===== src/rtl/core/batps_ram.sv =====
module batps_ram #(
	parameter int WIDTH = 16,
	parameter int DEPTH = 128
) (
	input  logic                     clk,
	input  logic                     we,
	input  logic [$clog2(DEPTH)-1:0] waddr,
	input  logic [WIDTH-1:0]         wdata,
	input  logic                     re,
	input  logic [$clog2(DEPTH)-1:0] raddr,
	output logic [WIDTH-1:0]         rdata
);

	logic [WIDTH-1:0] mem [DEPTH];

	always_ff @(posedge clk) begin
		if (we) begin
			mem[waddr] <= wdata;
		end
		if (re) begin
			rdata <= mem[raddr];
		end
	end

endmodule


===== config.mk =====
export PLATFORM = sky130hd
export DESIGN_NAME = batps_ram
export DESIGN_NICKNAME = d
export VERILOG_FILES = /design/src/rtl/core/batps_ram.sv
export SDC_FILE = /design/constraint.sdc
export NUM_CORES = 2
export LEC_CHECK = 0
export BUFFER_PORTS_ARGS = -buffer_cell sky130_fd_sc_hd__buf_2
export CORE_MARGIN = 2
export CORE_UTILIZATION = 40
export DETAILED_ROUTE_END_ITERATION = 16
export PLACE_DENSITY_LB_ADDON = 0.05
export SLEW_MARGIN = 25
export SYNTH_ARGS = -nofsm -noshare
export SYNTH_HDL_FRONTEND = slang
export SYNTH_SLANG_ARGS = --single-unit

===== constraint.sdc =====
create_clock -name clk -period 3.86 [get_ports clk]
set_clock_uncertainty 0.15 [all_clocks]
set_input_delay 0.386 -clock clk [delete_from_list [all_inputs] [get_ports clk]]
set_output_delay 0.386 -clock clk [all_outputs]
set_load 0.01 [all_outputs]

After elaboration in Yosys (flattened, before gate mapping)
Memories as Yosys holds them, arrays and structs flattened. A register that Yosys moved wholly into a read port is not among the register bits.
Index checks and enable logic that the tools add are counted.

operators by class
  multiplexer cells = 2

operators with widths
  cell    count
  $mux 1  2

storage, ports and cells
  output and inout bits = 16
  RAM bits = 2,048
  bits of input ports = 33
  memories kept = 1
  bits in registers = 0
  logic and storage cells = 3

memory list
  memory  words  bits a word  read ports  clocked after memory_dff  wr ports  RTL line  source
  mem     128    16           1           1                         1         14        logic [WIDTH-1:0] mem [DEPTH];

Depth between registers and ports, before layout
  depth in word-level cells = 2
  mapped depth = 7
  gate-level depth less buffers = 4

Worst setup path before layout
No wires, ideal clock.

  path type = input-to-reg
  from = in raddr[0]
  to = reg rdata[0] (read register of mem) (data pin)
  library setup time = 0.260 ns
  arrival = 2.761 ns
  data required time = 3.450 ns
  stages on the path = 6
  path buffers = 2
  path slack = 0.690 ns
  path through = buf_2 buf_1 mux4_2 mux4_2 mux4_2 mux2_2

RTL lines
  what                RTL line  source
  start: declaration  10        input logic [$clog2(DEPTH)-1:0] raddr,
  end: declaration    11        output logic [WIDTH-1:0] rdata

==> implementation parameters <==
Parameter                              Value

Clocking
  Clock sink count    roughly 2100
  Latest clock arrival within the worst-skew pair    between 0.8 and 0.9 ns
  Library cell used as clock root buffer    clkbuf_16
  CTS tree    built
  Clock transition at the register clock pins on the worst setup and hold paths after CTS    0.06 ns
  Clock H-tree levels    4
  Count of instances resized after the clock tree is built    0
  Number of buffers on the longest clock path    3
  Clock buffer count from CTS    around 210

Floorplan
  Die X    448 um
  Core region area    195000 um2
  Height of the chip    448 um
  Count of pins on the block boundary    49
  Starting density of the core    0.403
  Number of cell rows    162
  Total die area    200000 um2

Flow run
  Max-capacitance violation count    0

Setup path
  Arrival @ worst endpoint    3.32 ns
  Minimum setup slack among reg-to-reg paths    about 1.1 ns
  CP cell instances    buf_8 -> buf_12 -> buf_12 -> mux4_2 -> mux4_2 -> mux4_2 -> mux2_2
  Crit Path Class    in2reg
  Required time at the endpoint of the critical path    about 4.3 ns
  Crit path largest cell delay    0.60 ns
  Critical-path maximum fanout    35
  Setup crit start    raddr[0]
  Startpoint of the most critical register-to-register path    mem[37][3]
  Element type at the critical path end    flip-flop
  Cell with the most instances on the worst path    mux4_2
  Startpoint kind of the worst setup timing path    primary input
  Crit-path slowest cell    mux4_2

GRT
  Via count of the first global-routing pass    36900
  Number of antenna violations at the first check in global routing    30
  GRT Util Overall    0.210
  Wire length of the first global-routing pass    ~290000 um
  Pin count of the biggest net entering global routing    around 120
  Sum of overflow across all layers after global routing    0

Synth
  Post-Synthesis Net Count    roughly 3100
  Yosys synthesis warning count    0
  Post-synth EDFFs    2064
  Most frequent cells after synthesis    edfxtp_1 (2064), mux4_2 (672), nor2_1 (122)
  Dominant cells by area after synthesis    edfxtp_1 (79%), mux4_2 (19%), nor2_1 (0.58%)
  Most area-hungry cell type in the Yosys netlist    edfxtp_1
  Most used flip-flop cell after synthesis    edfxtp_1
  Most common cell in the netlist    edfxtp_1
  Post-synth cell types    16
  Share of async-settable or async-resettable flops after synthesis    0
  Fraction of the yosys area taken by sequential cells    0.788
  Yosys reg bits    2064
  Per-instance average area after synthesis    25.5 um2
  Cell Area, Synth    78700 um2
  Proportion of netlist area held by the largest area contributor    0.788
  Mapped Cells    3086

STA
  Setup repair after global routing missed its margin    false
  Actual slew at the worst max-slew pin    1.02 ns
  Count of final hold-check violations    0
  Final Cycle Share    0.744
  Setup violation total in the final timing report    0
  Minimum setup slack in the final design    0.990 ns
  Max Fclk    0.348 GHz
  Worst max-slew margin expressed relative to the limit    0.323
  Final max-slew violation count    0
  Final Critical Period    2.87 ns
  Final-layout setup total negative slack    0 ns

Layout
  Combined flip-flop and latch cell area    between 60000 and 70000 um2
  Number of standard cells in the layout, taps in and fillers out    6275
  Fill cell total of the finished layout    between 15000 and 20000
  Syn-to-layout area delta    16.0%
  Area of combinational cells with multiple inputs    16200 um2
  Final core utilization    0.468
  Final Instance Area    between 90000 and 100000 um2
  Share of layout cells above drive strength 1    0.372
  Final net count    approximately 3500

Drt
  Per-cell via count in the routed design    5.62
  Detailed Route Iter0 Violations    slightly below 4000
  Routed Wire Length    between 200000 and 250000 um
  First drt pass iteration count    6
  Routed via count    35300
  ANT nets after route    0
  Post-detailed-route DRC marker count    0
  Per-cell routed wire length    32.9 um

Min path
  Min-delay src    wdata[4]
  Type of the most critical hold path    in2reg

Place
  PortBufs    48
  Detailed placement HPWL    122000 um
  Cell Area, Placed    about 84000 um2
  Gp weighted congestion    0.765
  Number of placed instances with taps included    5854
  Worst setup timing slack at the placement stage    0.100 ns

Power and ir drop
  P per Cell Area    517 nW/um2
  Int Pwr    37.3 mW
  Switching fraction of total power    0.209
  Switch Pwr    9.84 mW
  Worst vdd rail ir drop    0.000357 V
  Leakage power    28.2 nW
  Fraction of power consumed by sequential logic    0.527
  Combinational share of power    0.051
  Clock Power Share    0.422

Run status
  Outcome    finished clean
[metal layers]
metal,global-route usage,part of all wire
met1,0.292,0.42
met2,0.334,0.48
met3,0.0411,0.061
met4,0.0704,0.030
met5,0,0.000082
[critical path: cells and delay by family]
family | cells | cell delay [ns]
buf+inv | 3 | 0.82
mux | 4 | 2.01
[cells in the final DEF, fill, tap and decap left out, drive strengths merged]
master and n:
nand3 12, nor3 9, edfxtp 2064, bufinv 20, buf 309, inv 4, nand2b 2, diode 21
mux2 16, nor2 122, nand4 3, clkinv 97, nand2 14, clkbuf 258, dlygate4sd3 15, mux4 672
nor2b 7, clkinvlp 5, or3 1
[power groups by stage]
stage	Sequential, mW	Clock [mW]	Combinational (mW)
after floorplan	25.3	0	1.21
after global placement	25.3	0	2.39
after detailed placement	25.3	0	2.43
after CTS	24.8	20.4	2.44
after global routing	24.8	21.2	2.55
final	24.8	19.9	2.40
[stage by stage]
| stage | power [mW] | hold slack (ns) |
|---|---|---|
| 2_1_floorplan | 26.5 | 0.335 |
| 3_3_place_gp | 27.7 | 0.525 |
| 3_5_place_dp | 27.7 | 0.537 |
| 4_1_cts | 47.7 | 0.0221 |
| 5_1_grt | 48.6 | 0.0766 |
| 6_report | 47.2 | 0.0421 |
[layout make-up]
type | count | area share
clock inverter | 126 | 0.0127
sequential | 2064 | 0.679
timing repair buffer | 324 | 0.0335
clock buffer | 258 | 0.0612
antenna | 21 | 0.000576
multi-input combinational | 858 | 0.177
tap | 2624 | 0.0360
[sequential cells by signal, summed over array words and instances (netlist names)]
signal,flops
mem,2048
rdata,16
[cells by family after synthesis]
family | Yosys count | synth area share
buffers and inverters | 164 | 0.00879
DFF | 2064 | 0.788
and+or+nand+nor | 170 | 0.00886
muxes | 688 | 0.195
[final timing paths]
path                             endpoint  cells after the start
worst max-delay path            rdata[10]                      7
worst min-delay path            mem[3][4]                      1
worst max register to register   rdata[3]                      4
worst min register to register  rdata[10]                      4
[repair_timing]
item,CTS,global route
hold endpoints to repair,287,137
buffers inserted,0,0
hold buffers,9,6
setup endpoints to repair,0,0
Power figures use the tool's default switching activity.
